===== src/hdl/gsap_pkg.sv =====
// Package of the gas sensor average-to-percent unit.
// Holds register widths, reset values, register indexes and the divider control type.
// No dependencies.
package gsap_pkg;

    // Defaults of the top-level parameters.
    localparam int MAX_SAMPLES_DEF = 64;
    localparam int ADC_BITS_DEF    = 12;

    // Configuration register widths and port format.
    localparam int RL_W      = 16;
    localparam int R0_W      = 20;
    localparam int FSR_W     = 10;
    localparam int SPR_W     = 7;
    localparam int CFG_W     = 20;
    localparam int CFG_IDX_W = 4;

    // Register indexes.
    localparam logic [CFG_IDX_W-1:0] REG_LOAD_RES  = 4'd0;
    localparam logic [CFG_IDX_W-1:0] REG_CLEAN_RES = 4'd1;
    localparam logic [CFG_IDX_W-1:0] REG_FS_RATIO  = 4'd2;
    localparam logic [CFG_IDX_W-1:0] REG_SAMPLES   = 4'd3;

    // Register reset values.
    localparam logic [RL_W-1:0]  RL_RST  = 16'd5000;
    localparam logic [R0_W-1:0]  R0_RST  = 20'd18000;
    localparam logic [FSR_W-1:0] FSR_RST = 10'd300;
    localparam logic [SPR_W-1:0] SPR_RST = 7'd25;

    // Result field widths and limits.
    localparam int PCT_W = 14;
    localparam int RS_W  = 34;
    localparam logic [PCT_W-1:0] PCT_MAX = 14'd10000;
    localparam logic [FSR_W-1:0] FSR_MAX = 10'd999;
    localparam logic [FSR_W-1:0] MILLI   = 10'd1000;

    // Scale of the percent mapping: hundredths of a percent times thousandths.
    localparam int PCT_SCALE_W = 24;
    localparam logic [PCT_SCALE_W-1:0] PCT_SCALE = 24'd10_000_000;

    // Divider iteration count width; holds every dividend length used here.
    localparam int DIV_CNT_W = 6;

    typedef struct packed {
        logic                 start;
        logic [DIV_CNT_W-1:0] nbits;
    } t_div_ctl;

endpackage


===== src/hdl/gsap_div.sv =====
// Restoring divider of the gas sensor unit, one quotient bit per cycle.
// Depends on gsap_pkg for the control type and the iteration count width.
module gsap_div #(
    parameter int DVD_W = 44,
    parameter int DVS_W = 30
) (
    input  logic                  i_clk,
    input  logic                  i_rst_n,
    input  gsap_pkg::t_div_ctl    i_ctl,
    input  logic [DVD_W-1:0]      i_dividend,
    input  logic [DVS_W-1:0]      i_divisor,
    output logic                  o_done,
    output logic [DVD_W-1:0]      o_quotient
);
    import gsap_pkg::*;

    localparam logic [DIV_CNT_W-1:0] DVD_LEN = DIV_CNT_W'(DVD_W);

    logic                 r_busy;
    logic                 r_done;
    logic [DIV_CNT_W-1:0] r_cnt;
    logic [DVD_W-1:0]     r_q;
    logic [DVS_W-1:0]     r_rem;
    logic [DVS_W-1:0]     r_dvs;

    logic [DVS_W:0]       rem_sh;
    logic [DVS_W+1:0]     sub;
    logic                 ge;

    // The dividend is aligned so that its significant bits leave the top first.
    assign rem_sh = {r_rem, r_q[DVD_W-1]};
    assign sub    = {1'b0, rem_sh} - {2'b00, r_dvs};
    assign ge     = !sub[DVS_W+1];

    always_ff @(posedge i_clk) begin
        if (!i_rst_n) begin
            r_busy <= 1'b0;
            r_done <= 1'b0;
            r_cnt  <= '0;
        end else begin
            r_done <= 1'b0;
            if (i_ctl.start) begin
                r_busy <= 1'b1;
                r_cnt  <= i_ctl.nbits;
            end else if (r_busy) begin
                r_cnt <= r_cnt - 1'b1;
                if (r_cnt == DIV_CNT_W'(1)) begin
                    r_busy <= 1'b0;
                    r_done <= 1'b1;
                end
            end
        end
    end

    always_ff @(posedge i_clk) begin
        if (i_ctl.start) begin
            r_q   <= i_dividend << (DVD_LEN - i_ctl.nbits);
            r_rem <= '0;
            r_dvs <= i_divisor;
        end else if (r_busy) begin
            r_q   <= {r_q[DVD_W-2:0], ge};
            r_rem <= ge ? sub[DVS_W-1:0] : rem_sh[DVS_W-1:0];
        end
    end

    assign o_done     = r_done;
    assign o_quotient = r_q;

    a_done_pulse: assert property (@(posedge i_clk) disable iff (!i_rst_n)
        r_done |=> !r_done)
        else $error("divider done held for more than one cycle");
    a_no_restart: assert property (@(posedge i_clk) disable iff (!i_rst_n)
        i_ctl.start |-> !r_busy)
        else $error("divider started while busy");
    a_busy_count: assert property (@(posedge i_clk) disable iff (!i_rst_n)
        r_busy |-> r_cnt != '0)
        else $error("divider busy with no iterations left");

endmodule


===== src/hdl/gas_sensor_average_to_percent_unit.sv =====
// Gas sensor averager and percent mapper; depends on gsap_pkg and the gsap_div divider.
// An item that closes no reading leaves the unit idle. The item that closes a reading
// starts the average, resistance and percent steps in that order, with divisions of SUM_W,
// SUM_W+16 and 44 bits; a zero sum skips all three, a resistance at or above R0 skips the last.
// Input is not ready meanwhile, nor while the reading waits for the output register.
// Reset: synchronous, active low.
module gas_sensor_average_to_percent_unit #(
    parameter int MAX_SAMPLES = gsap_pkg::MAX_SAMPLES_DEF,
    parameter int ADC_BITS    = gsap_pkg::ADC_BITS_DEF
) (
    input  logic                                 i_clk,
    input  logic                                 i_rst_n,
    // Configuration write port.
    input  logic                                 i_cfg_we,
    input  logic [gsap_pkg::CFG_IDX_W-1:0]       i_cfg_idx,
    input  logic [gsap_pkg::CFG_W-1:0]           i_cfg_wdata,
    // Sample stream. tdata: adc_sample, then zero padding.
    input  logic                                 i_s_tvalid,
    output logic                                 o_s_tready,
    input  logic [((ADC_BITS+7)/8)*8-1:0]         i_s_tdata,
    // Reading stream. tdata from bit 0: pollution_hundredths, sensor_resistance_ohms,
    // average_raw, then zero padding.
    output logic                                 o_m_tvalid,
    input  logic                                 i_m_tready,
    output logic [((gsap_pkg::PCT_W+gsap_pkg::RS_W+ADC_BITS+7)/8)*8-1:0] o_m_tdata,
    // tuser: zero_signal_fault.
    output logic                                 o_m_tuser
);
    import gsap_pkg::*;

    localparam int OUT_W     = ((PCT_W + RS_W + ADC_BITS + 7) / 8) * 8;
    localparam int FULL      = (1 << ADC_BITS) - 1;
    localparam int SUM_W     = $clog2(MAX_SAMPLES * FULL + 1);
    localparam int CNT_W     = $clog2(MAX_SAMPLES + 1);
    localparam int EFF_W     = (CNT_W > SPR_W) ? CNT_W : SPR_W;
    localparam int MUL_B_W   = (SUM_W > R0_W) ? SUM_W : R0_W;
    localparam int DVD_W     = PCT_SCALE_W + MUL_B_W;
    localparam int DEN_W     = R0_W + FSR_W;
    localparam int DVS_W     = (SUM_W > DEN_W) ? SUM_W : DEN_W;
    localparam int RSNUM_W   = RL_W + SUM_W;
    localparam int PCTNUM_W  = PCT_SCALE_W + R0_W;

    // Sequencer states.
    localparam logic [3:0] S_IDLE   = 4'd0;
    localparam logic [3:0] S_CHECK  = 4'd1;
    localparam logic [3:0] S_AVG    = 4'd2;
    localparam logic [3:0] S_MULRS  = 4'd3;
    localparam logic [3:0] S_RSGO   = 4'd4;
    localparam logic [3:0] S_RS     = 4'd5;
    localparam logic [3:0] S_MULDEN = 4'd6;
    localparam logic [3:0] S_MULNUM = 4'd7;
    localparam logic [3:0] S_PCTGO  = 4'd8;
    localparam logic [3:0] S_PCT    = 4'd9;
    localparam logic [3:0] S_OUT    = 4'd10;

    // Configuration registers.
    logic [RL_W-1:0]  r_rl;
    logic [R0_W-1:0]  r_r0;
    logic [FSR_W-1:0] r_fsr;
    logic [SPR_W-1:0] r_spr;

    // Accumulation and sequencer state.
    logic [3:0]       r_state;
    logic [SUM_W-1:0] r_sum;
    logic [CNT_W-1:0] r_cnt;

    // Working registers of one reading.
    logic [SUM_W-1:0]    r_tot;
    logic [CNT_W-1:0]    r_k;
    logic [SUM_W-1:0]    r_diff;
    logic [DVD_W-1:0]    r_prod;
    logic [DEN_W-1:0]    r_den;
    logic [PCT_W-1:0]    r_pct;
    logic [RS_W-1:0]     r_rs;
    logic [ADC_BITS-1:0] r_avg;
    logic                r_fault;

    // Output register.
    logic             r_m_valid;
    logic [OUT_W-1:0] r_m_data;
    logic             r_m_user;

    logic                 in_acc;
    logic [SUM_W-1:0]     n_sum;
    logic [CNT_W-1:0]     n_cnt;
    logic [EFF_W-1:0]     eff;
    logic                 reading_due;
    logic [SUM_W:0]       kfs;
    logic [FSR_W-1:0]     fsr_eff;
    logic                 r0_above;
    logic                 out_free;

    logic [PCT_SCALE_W-1:0] mul_a;
    logic [MUL_B_W-1:0]     mul_b;
    logic [DVD_W-1:0]       mul_p;

    t_div_ctl             div_ctl;
    logic [DVD_W-1:0]     div_dvd;
    logic [DVS_W-1:0]     div_dvs;
    logic                 div_done;
    logic [DVD_W-1:0]     div_q;

    // Register writes; indexes past the list fall through and change nothing.
    always_ff @(posedge i_clk) begin
        if (!i_rst_n) begin
            r_rl  <= RL_RST;
            r_r0  <= R0_RST;
            r_fsr <= FSR_RST;
            r_spr <= SPR_RST;
        end else if (i_cfg_we) begin
            case (i_cfg_idx)
                REG_LOAD_RES:  r_rl  <= i_cfg_wdata[RL_W-1:0];
                REG_CLEAN_RES: r_r0  <= i_cfg_wdata[R0_W-1:0];
                REG_FS_RATIO:  r_fsr <= i_cfg_wdata[FSR_W-1:0];
                REG_SAMPLES:   r_spr <= i_cfg_wdata[SPR_W-1:0];
                default: ;
            endcase
        end
    end

    // The sample count register is read as 1 when zero and capped at the sum capacity.
    always_comb begin
        if (r_spr == '0) begin
            eff = EFF_W'(1);
        end else if (EFF_W'(r_spr) > EFF_W'(MAX_SAMPLES)) begin
            eff = EFF_W'(MAX_SAMPLES);
        end else begin
            eff = EFF_W'(r_spr);
        end
    end

    assign o_s_tready  = (r_state == S_IDLE);
    assign in_acc      = i_s_tvalid && o_s_tready;
    assign n_sum       = r_sum + SUM_W'(i_s_tdata[ADC_BITS-1:0]);
    assign n_cnt       = r_cnt + 1'b1;
    assign reading_due = (EFF_W'(n_cnt) >= eff);

    // Full scale times the sample count, as a shift and a subtract.
    assign kfs     = ((SUM_W+1)'(r_k) << ADC_BITS) - (SUM_W+1)'(r_k);
    assign fsr_eff = (r_fsr > FSR_MAX) ? FSR_MAX : r_fsr;
    assign r0_above = ((RS_W'(r_r0)) > r_rs);
    assign out_free = !r_m_valid || i_m_tready;

    // The one multiplier, shared by the three products of a reading.
    always_comb begin
        unique case (r_state)
            S_MULRS: begin
                mul_a = PCT_SCALE_W'(r_rl);
                mul_b = MUL_B_W'(r_diff);
            end
            S_MULDEN: begin
                mul_a = PCT_SCALE_W'(MILLI - fsr_eff);
                mul_b = MUL_B_W'(r_r0);
            end
            S_MULNUM: begin
                mul_a = PCT_SCALE;
                mul_b = MUL_B_W'(r_r0 - r_rs[R0_W-1:0]);
            end
            default: begin
                mul_a = '0;
                mul_b = '0;
            end
        endcase
    end
    assign mul_p = DVD_W'(mul_a) * DVD_W'(mul_b);

    // Divider operands follow the step that starts it.
    always_comb begin
        div_ctl = '0;
        div_dvd = '0;
        div_dvs = '0;
        unique case (r_state)
            S_CHECK: begin
                div_ctl.start = (r_tot != '0);
                div_ctl.nbits = DIV_CNT_W'(SUM_W);
                div_dvd       = DVD_W'(r_tot);
                div_dvs       = DVS_W'(r_k);
            end
            S_RSGO: begin
                div_ctl.start = 1'b1;
                div_ctl.nbits = DIV_CNT_W'(RSNUM_W);
                div_dvd       = r_prod;
                div_dvs       = DVS_W'(r_tot);
            end
            S_PCTGO: begin
                div_ctl.start = 1'b1;
                div_ctl.nbits = DIV_CNT_W'(PCTNUM_W);
                div_dvd       = r_prod;
                div_dvs       = DVS_W'(r_den);
            end
            default: ;
        endcase
    end

    gsap_div #(
        .DVD_W(DVD_W),
        .DVS_W(DVS_W)
    ) u_div (
        .i_clk      (i_clk),
        .i_rst_n    (i_rst_n),
        .i_ctl      (div_ctl),
        .i_dividend (div_dvd),
        .i_divisor  (div_dvs),
        .o_done     (div_done),
        .o_quotient (div_q)
    );

    // Sequencer, running sum and output valid.
    always_ff @(posedge i_clk) begin
        if (!i_rst_n) begin
            r_state   <= S_IDLE;
            r_sum     <= '0;
            r_cnt     <= '0;
            r_m_valid <= 1'b0;
        end else begin
            // A new reading replaces the one taken at this edge, if any.
            if (r_state == S_OUT && out_free) begin
                r_m_valid <= 1'b1;
            end else if (i_m_tready) begin
                r_m_valid <= 1'b0;
            end
            unique case (r_state)
                S_IDLE: begin
                    if (in_acc) begin
                        if (reading_due) begin
                            r_sum   <= '0;
                            r_cnt   <= '0;
                            r_state <= S_CHECK;
                        end else begin
                            r_sum <= n_sum;
                            r_cnt <= n_cnt;
                        end
                    end
                end
                S_CHECK:  r_state <= (r_tot == '0) ? S_OUT : S_AVG;
                S_AVG:    if (div_done) r_state <= S_MULRS;
                S_MULRS:  r_state <= S_RSGO;
                S_RSGO:   r_state <= S_RS;
                S_RS:     if (div_done) r_state <= S_MULDEN;
                S_MULDEN: r_state <= S_MULNUM;
                S_MULNUM: r_state <= r0_above ? S_PCTGO : S_OUT;
                S_PCTGO:  r_state <= S_PCT;
                S_PCT:    if (div_done) r_state <= S_OUT;
                S_OUT: begin
                    if (out_free) begin
                        r_state <= S_IDLE;
                    end
                end
                default:  r_state <= S_IDLE;
            endcase
        end
    end

    // Working registers of a reading; none of these needs a reset.
    always_ff @(posedge i_clk) begin
        unique case (r_state)
            S_IDLE: begin
                if (in_acc && reading_due) begin
                    r_tot <= n_sum;
                    r_k   <= n_cnt;
                end
            end
            S_CHECK: begin
                // A zero sum means an open sensor: saturated resistance and a fault.
                r_diff <= kfs[SUM_W-1:0] - r_tot;
                if (r_tot == '0) begin
                    r_pct   <= '0;
                    r_rs    <= '1;
                    r_avg   <= '0;
                    r_fault <= 1'b1;
                end else begin
                    r_fault <= 1'b0;
                end
            end
            S_AVG: if (div_done) r_avg <= div_q[ADC_BITS-1:0];
            S_MULRS: r_prod <= mul_p;
            S_RS: begin
                if (div_done) begin
                    r_rs <= (|div_q[DVD_W-1:RS_W]) ? '1 : div_q[RS_W-1:0];
                end
            end
            S_MULDEN: r_den <= mul_p[DEN_W-1:0];
            S_MULNUM: begin
                // A resistance at or above the clean-air value reads as no pollution.
                if (r0_above) begin
                    r_prod <= mul_p;
                end else begin
                    r_pct <= '0;
                end
            end
            S_PCT: begin
                if (div_done) begin
                    r_pct <= (div_q > DVD_W'(PCT_MAX)) ? PCT_MAX : div_q[PCT_W-1:0];
                end
            end
            default: ;
        endcase
    end

    // The output register lets accumulation go on while a reading waits to be taken.
    always_ff @(posedge i_clk) begin
        if (r_state == S_OUT && out_free) begin
            r_m_data <= OUT_W'({r_avg, r_rs, r_pct});
            r_m_user <= r_fault;
        end
    end

    assign o_m_tvalid = r_m_valid;
    assign o_m_tdata  = r_m_data;
    assign o_m_tuser  = r_m_user;

    a_sum_clear: assert property (@(posedge i_clk) disable iff (!i_rst_n)
        r_state != S_IDLE |-> (r_sum == '0 && r_cnt == '0))
        else $error("running sum not cleared while a reading is computed");
    a_cnt_bound: assert property (@(posedge i_clk) disable iff (!i_rst_n)
        r_cnt < CNT_W'(MAX_SAMPLES))
        else $error("sample count reached the sum capacity");
    a_div_wait: assert property (@(posedge i_clk) disable iff (!i_rst_n)
        div_done |-> (r_state == S_AVG || r_state == S_RS || r_state == S_PCT))
        else $error("divider finished outside a wait step");
    a_out_load: assert property (@(posedge i_clk) disable iff (!i_rst_n)
        (r_state == S_OUT && out_free) |=> (o_m_tvalid && r_state == S_IDLE))
        else $error("finished reading not presented");

endmodule


===== config.mk =====
export PLATFORM = sky130hd
export DESIGN_NAME = gas_sensor_average_to_percent_unit
export DESIGN_NICKNAME = d
export VERILOG_FILES = /design/src/hdl/gsap_pkg.sv /design/src/hdl/gsap_div.sv /design/src/hdl/gas_sensor_average_to_percent_unit.sv
export SDC_FILE = /design/constraint.sdc
export NUM_CORES = 2
export LEC_CHECK = 0
export BUFFER_PORTS_ARGS = -buffer_cell sky130_fd_sc_hd__clkbuf_2
export CAP_MARGIN = 25
export CORE_MARGIN = 1
export CORE_UTILIZATION = 55
export CTS_CLUSTER_DIAMETER = 40
export DETAILED_ROUTE_END_ITERATION = 7
export PLACE_DENSITY = 0.72
export SLEW_MARGIN = 10
export SYNTH_ARGS = -nofsm -noshare
export SYNTH_HDL_FRONTEND = slang
export SYNTH_SLANG_ARGS = --single-unit

===== constraint.sdc =====
create_clock -name i_clk -period 9.9 [get_ports i_clk]
set_input_delay 0.99 -clock i_clk [delete_from_list [all_inputs] [get_ports i_clk]]
set_output_delay 0.99 -clock i_clk [all_outputs]
set_load 0.01 [all_outputs]

# After elaboration in Yosys (flattened, before gate mapping)
# Cells that the tools add are included.
dict set report totals {
  ff_bits 434
  input_bits 45
  out_inout_bits 67
}
dict set report op_classes {
  addsub 9
  n_mul 1
  n_lt_le_gt_ge 5
  n_eq_ne 23
  shift 1
  n_mux 45
  bitwise 2
  reduce_logical 31
}
# op count
set ops {}
lappend ops {{$pmux W44 S2} 2}
lappend ops {{$mux W44} 3}
lappend ops {{$mux W34} 3}
lappend ops {{$pmux W30 S3} 1}
lappend ops {{$pmux W24 S3} 1}
lappend ops {{$pmux W34 S2} 1}
lappend ops {{$pmux W20 S3} 1}
lappend ops {{$mux W14} 4}
lappend ops {{$gt A44 B14 Y1 const B} 1}
lappend ops {{$mul A24 B20 Y44} 1}
lappend ops {{$pmux W4 S11} 1}
lappend ops {{$shl A44 B6 Y44} 1}
lappend ops {{$pmux W14 S3} 1}
lappend ops {{$gt A20 B34 Y1} 1}
lappend ops {{$sub A31 B30 Y32} 1}
lappend ops {{$mux W30} 1}
lappend ops {{$mux W4} 7}
lappend ops {{$mux W12} 2}
lappend ops {{$pmux W12 S2} 1}
lappend ops {{$mux W7} 3}
lappend ops {{$pmux W7 S3} 1}
lappend ops {{$sub A20 B20 Y20} 1}
lappend ops {{$add A18 B12 Y18} 1}
lappend ops {{$logic_not A18 Y1} 1}
lappend ops {{other kinds (37)} 76}

# Logic depth before layout (Yosys ltp)
dict set report logic_depth {
  word_depth 7
  depth_mapped 37
  mapped_depth_nobuf 35
}

# By module
# Synthesis repeated with hierarchy kept, for this count alone.
dict set report unflattened {
  cells_unflattened 3926
  area_unflattened_um2 38395.6
}
# module instances cells_per_inst area_per_inst_um2 seq_area_each_um2
set by_module_without_submodules {}
lappend by_module_without_submodules {gas_sensor_average_to_percent_unit 1 2964 29844.9 8838.5}
lappend by_module_without_submodules {gsap_div 1 962 8550.7 2982.9}

# Worst setup path after synthesis
# Ideal clock, no wire load.
dict set report synth_path {
  path_kind {flip-flop to flip-flop}
  startpoint {register r_r0[0]}
  endpoint {register r_prod[34] (data pin)}
  setup_ps 259
  t_arrival_ps 8593
  setup_slack_ps 1049
  path_stages_with_launch 36
  n_path_buf 2
  synth_period_minus_slack_ps 8851
  path_cell_list {dfxtp_1 > inv_1 > ha_1 > fa_1 > nor2b_4 > o21ai_2 > a21oi_2 > o211ai_2 > a211oi_2 > nor2_1 > xnor2_1 > a222oi_1 > buf_4 > nor2_1 > fa_1 > inv_1 > fa_1 > fa_1 > inv_1 > fa_1 > fa_1 > fa_1 > inv_1 > fa_1 > inv_1 > ha_1 > buf_6 > a2111oi_2 > o21ai_1 > a31o_2 > a21oi_1 > o211ai_1 > a31oi_1 > o21bai_1 > a21oi_1 > xnor2_1}
}
dict set report synth_via {
  elab_chain_len 5
}
# item line
set synth_rtl {}
lappend synth_rtl {{from (decl)} gas_sensor_average_to_percent_unit.sv:58} ;# logic [R0_W-1:0] r_r0;
lappend synth_rtl {{from (signal assigned)} gas_sensor_average_to_percent_unit.sv:113} ;# REG_CLEAN_RES: r_r0 <= i_cfg_wdata[R0_W-1:0];
lappend synth_rtl {{$sub A20 B20 Y20} gas_sensor_average_to_percent_unit.sv:157} ;# mul_b = MUL_B_W'(r_r0 - r_rs[R0_W-1:0]);
lappend synth_rtl {{$pmux W20 S3 (*)} gas_sensor_average_to_percent_unit.sv:146} ;# unique case (r_state)
lappend synth_rtl {{$mul A24 B20 Y44 (*)} gas_sensor_average_to_percent_unit.sv:165} ;# assign mul_p = DVD_W'(mul_a) * DVD_W'(mul_b);
lappend synth_rtl {{via mul_p[34]} gas_sensor_average_to_percent_unit.sv:95} ;# logic [DVD_W-1:0] mul_p;
lappend synth_rtl {{$mux W44} gas_sensor_average_to_percent_unit.sv:285} ;# if (r0_above) begin
lappend synth_rtl {{$pmux W44 S2 (*)} gas_sensor_average_to_percent_unit.sv:256} ;# unique case (r_state)
lappend synth_rtl {{to (signal assigned)} gas_sensor_average_to_percent_unit.sv:276} ;# S_MULRS: r_prod <= mul_p;
lappend synth_rtl {{to (signal assigned)} gas_sensor_average_to_percent_unit.sv:286} ;# r_prod <= mul_p;
lappend synth_rtl {{to (decl)} gas_sensor_average_to_percent_unit.sv:71} ;# logic [DVD_W-1:0] r_prod;
# Mark *: on every way through the listed nets, which the timed path passes. The rest lies on a longest branch. The select of a mux whose other input is x is not followed.
# A chain may end at the register's enable or synchronous reset.

# Final worst setup path
dict set report layout_path {
  startpoint {register r_rs[0]}
  endpoint {register r_prod[34] (data pin)}
}
dict set report layout_via {
  elab_chain_len 5
}
# item line
set layout_rtl {}
lappend layout_rtl {{from (decl)} gas_sensor_average_to_percent_unit.sv:74} ;# logic [RS_W-1:0] r_rs;
lappend layout_rtl {{from (signal assigned)} gas_sensor_average_to_percent_unit.sv:279} ;# r_rs <= (|div_q[DVD_W-1:RS_W]) ? '1 : div_q[RS_W-1:0];
lappend layout_rtl {{$sub A20 B20 Y20 (*)} gas_sensor_average_to_percent_unit.sv:157}
lappend layout_rtl {{$pmux W20 S3 (*)} gas_sensor_average_to_percent_unit.sv:146}
lappend layout_rtl {{$mul A24 B20 Y44 (*)} gas_sensor_average_to_percent_unit.sv:165}
lappend layout_rtl {{via mul_p[34]} gas_sensor_average_to_percent_unit.sv:95}
lappend layout_rtl {{$mux W44} gas_sensor_average_to_percent_unit.sv:285}
lappend layout_rtl {{$pmux W44 S2 (*)} gas_sensor_average_to_percent_unit.sv:256}
# Marked as above.

==> metrics.yaml <==
synth:
  ys_ff_latch: 434
  syn_inst: 3844
  synth_warnings: 0
  synth_area_leaders: "edfxtp_1 25%, fa_1 21%, ha_1 8.6%"
  synth_area_um2: 37800
  ys_seq_area_share_pct: 31.27
  synthTopCellsByCount: "603 x inv_1, 425 x nand2_1, 390 x fa_1"
  synth_most_common_cell: "inv_1"
  synth-main-ff-cell: "edfxtp_1"
  synthArstFlopShare_pct: 0
  synth_cell_types: 107
  avgSynthCellArea_um2: 9.834
  synth_edf_count: 313
  synth_top_area_share_pct: 24.86
  synth_top_cell_by_area: "edfxtp_1"
power:
  p_sw_uw: 2686
  power_leakage_uw: 0.01877
  pwr_density_cell_nw_per_um2: 173.8
  p_clk_share_pct: 27.8
  pwr-share-comb_pct: 40.3
  ir_drop_v: 0.0001884
  switching_share_pct: 36.96
  seqPwrFrac_pct: 31.9
  p_int_uw: 4582
  power.total_uw: 7268
floorplan:
  fp.dieH_um: 264.2
  die_w_um: 264.2
  die_area_um2: 69780
  start_util_pct: 55.89
  io_pins: 112
  core_um2: 67630
  fp-row-count: 95
global_routing:
  grt_pass1_wl_mm: 160.4
  grt.total_usage_pct: 30.07
  antenna_found_initial: 0
  grt_pass1_vias: 28020
  grt_overflow_total: 0
  grt_max_degree: 95
worst_setup_path:
  cp.arrival_ns: 9.87
  endpoint_kind: "register"
  max_stage_delay_ns: 0.59
  rr_worst_depth: 33
  r2r-start: "r_rs[0]$_SDFFCE_PP1P_"
  worstPathMaxFanout: 9
  cp-start-kind: "register"
  crit_slowest_cell: "fa_1"
  ff2ff_setup_slack_ns: 0.38
  crit_path_frequent_cell: "fa_1"
  crit_required_ns: 10.24
  reg2reg_to: "r_prod[34]$_DFFE_PP_"
  critPathKind: "register to register"
sta:
  setup_tns_ns: 0
  slew_headroom_pct: 30.13
  rsz0062_at_grt: "false"
  setup_viol: 0
  tightest_slew_ns: 1.048
  slew_viol_final: 0
  timing.fmax_mhz: 105.0
  skew_ns: 0.01603
  period_minus_slack_ns: 9.523
  holdWs_ns: 0.4177
  fin_crit_sh_pct: 96.19
  final_hold_viol_count: 0
drt:
  ant_nets: 0
  drtIter0Drc: 2738
  vias: 28530
  drt_first_pass_iters: 6
  wirelength_mm: 104.0
  routedWlPerCell_um: 21.01
  vias_per_cell: 5.765
  post-route-drc-count: 0
placed_design:
  post_dp_cell_area_um2: 39780
  dpl.cell_count: 4839
  gp_congestion: 1.013
  port_buffers: 103
  place_hpwl_mm: 83.05
cts:
  ctsHoldBuffers: 0
  clock_sinks: 434
  htree_levels: 2
  clk_latency_ns: 0.60
  clock-root-buffer: "clkbuf_16"
  clk_pin_slew_ns: 0.06
  cts_buffers: 54
  clk_path_buf_depth: 3
  tritoncts: "done"
finish:
  fin_area_um2: 41820
  nets: 4726
  area_delta_synth_final_pct: 10.64
  finalNonFillerCells: 4949
  diodes: 0
  drive_above_1_share_pct: 10.40
worst_hold_path:
  hold_end: "o_m_tdata[5]$_DFFE_PP_"
  hold_depth: 0
  min_path_type: "register to register"
  min_from: "r_pct[5]$_SDFFCE_PN0P_"
outcome:
  status: "finished, final reports clean"
flow_run:
  cap_viol_max_count: 0
==> cells in the final DEF (no fill, tap or decap), types with 24 or more instances in the layout <==
master     netlist  final
o21ai_0        162    161
nand2_1        425    425
nand2b_1        31     31
nand3_1         68     68
clkbuf_2         1    103
fa_1           390    390
mux2i_1         89     89
xor2_1          43     43
clkbuf_16        0     56
edfxtp_1       313    313
nor2b_1         34     34
buf_4           14     84
a21boi_0        46     46
dfxtp_1        121    120
or2_2           45     45
conb_1           2     98
a22oi_1         35     35
ha_1           259    259
a21oi_1        158    157
and2_1          57     57
xnor2_1         79     78
a21o_1          53     53
nor3_1          47     44
a22o_1          27     27
and3_1          24     24
inv_1          603    603
nor2_1         222    216
==> through the flow <==
stage / util [%] / setup WS, ns
3_5_place_dp: 58.81 / 0.2424
2_1_floorplan: - / 1.049
6_report: 61.84 / 0.3769
4_1_cts: 61.56 / 0.1903
3_3_place_gp: 58.73 / 0.2973
5_1_grt: 61.84 / 0.01287
==> worst max-delay path by stage <==
stage               slack (ns)                  start                   end
floorplan                 1.05   r_r0[0]$_SDFFE_PN0P_  r_prod[34]$_DFFE_PP_
global placement          0.30  r_rs[0]$_SDFFCE_PP1P_  r_prod[38]$_DFFE_PP_
detailed placement        0.24  r_rs[0]$_SDFFCE_PP1P_  r_prod[34]$_DFFE_PP_
CTS                       0.19  r_rs[0]$_SDFFCE_PP1P_  r_prod[34]$_DFFE_PP_
global route              0.01  r_rs[0]$_SDFFCE_PP1P_  r_prod[34]$_DFFE_PP_
finish                    0.38  r_rs[0]$_SDFFCE_PP1P_  r_prod[34]$_DFFE_PP_
==> registers in the layout, summed over array words and instances (netlist names), 7 cells and up <==
register,cells
r_rs,34
r_diff,18
o_m_tdata,60
r_rl,16
r_spr,7
r_den,30
r_fsr,10
u_div.r_rem,30
r_k,7
u_div.o_quotient,44
r_prod,44
r_pct,14
r_cnt,7
u_div.r_dvs,30
r_r0,20
r_avg,12
r_tot,18
r_sum,18
==> power by group through the flow <==
stage / clock network, uW / registers [uW] / logic (uW)
after detailed placement: 0 / 2350 / 2870
final: 2020 / 2320 / 2930
after global placement: 0 / 2350 / 2820
after CTS: 2050 / 2320 / 2890
after global routing: 2110 / 2330 / 3250
after floorplan: 0 / 2310 / 2170
==> kinds of logic (layout without fill, tap and decap cells) <==
family,after synthesis,in the layout,share of synthesized area (%)
flip-flops,434,434,31.27
buffers and inverters,768,904,7.934
XOR/XNOR,122,122,2.827
AO/OA/AOI/OAI,718,718,12.92
adder cells (fa/ha/maj),649,649,29.23
AND/OR/NAND/NOR,1041,1041,12.82
other,2,98,0.01987
multiplexers,110,110,2.982
==> metal layers <==
metal / GRT usage [%] / up-vias / part of all wire (%)
li1: - / 13200 / -
met1: 41.42 / 13870 / 42
met2: 47.09 / 1251 / 45
met3: 6.320 / 205 / 9.0
met4: 10.62 / 0 / 3.7
met5: 0 / - / 0
==> worst max-delay path, delay by kind of cell, from the launching register on <==
| family | cells | cell delay [ns] |
|---|---|---|
| AOI/OAI and AO/OA | 13 | 2.94 |
| xor gates and xnor gates | 2 | 0.26 |
| adders and majority gates | 10 | 4.74 |
| buffers and inverters | 5 | 0.52 |
| DFF | 1 | 0.49 |
| and+or+nand+nor | 3 | 0.32 |
==> layout make-up <==
class / instances / area (um^2)
flip-flops and latches: 434 / 11820
repair buffers: 195 / 1313
multi-input cells: 2738 / 23450
well taps: 873 / 1092
inverters: 609 / 2288
clock buffers: 66 / 1449
clock inverters: 34 / 410.4
fillers: 5563 / 25810
==> what timing repair did <==
| action | in CTS | in global routing |
|---|---|---|
| endpoints found under the setup margin | 0 | 12 |
| resized for setup | 0 | 10 |
| buffers inserted | 0 | 4 |
Power figures use the tool's default switching activity.
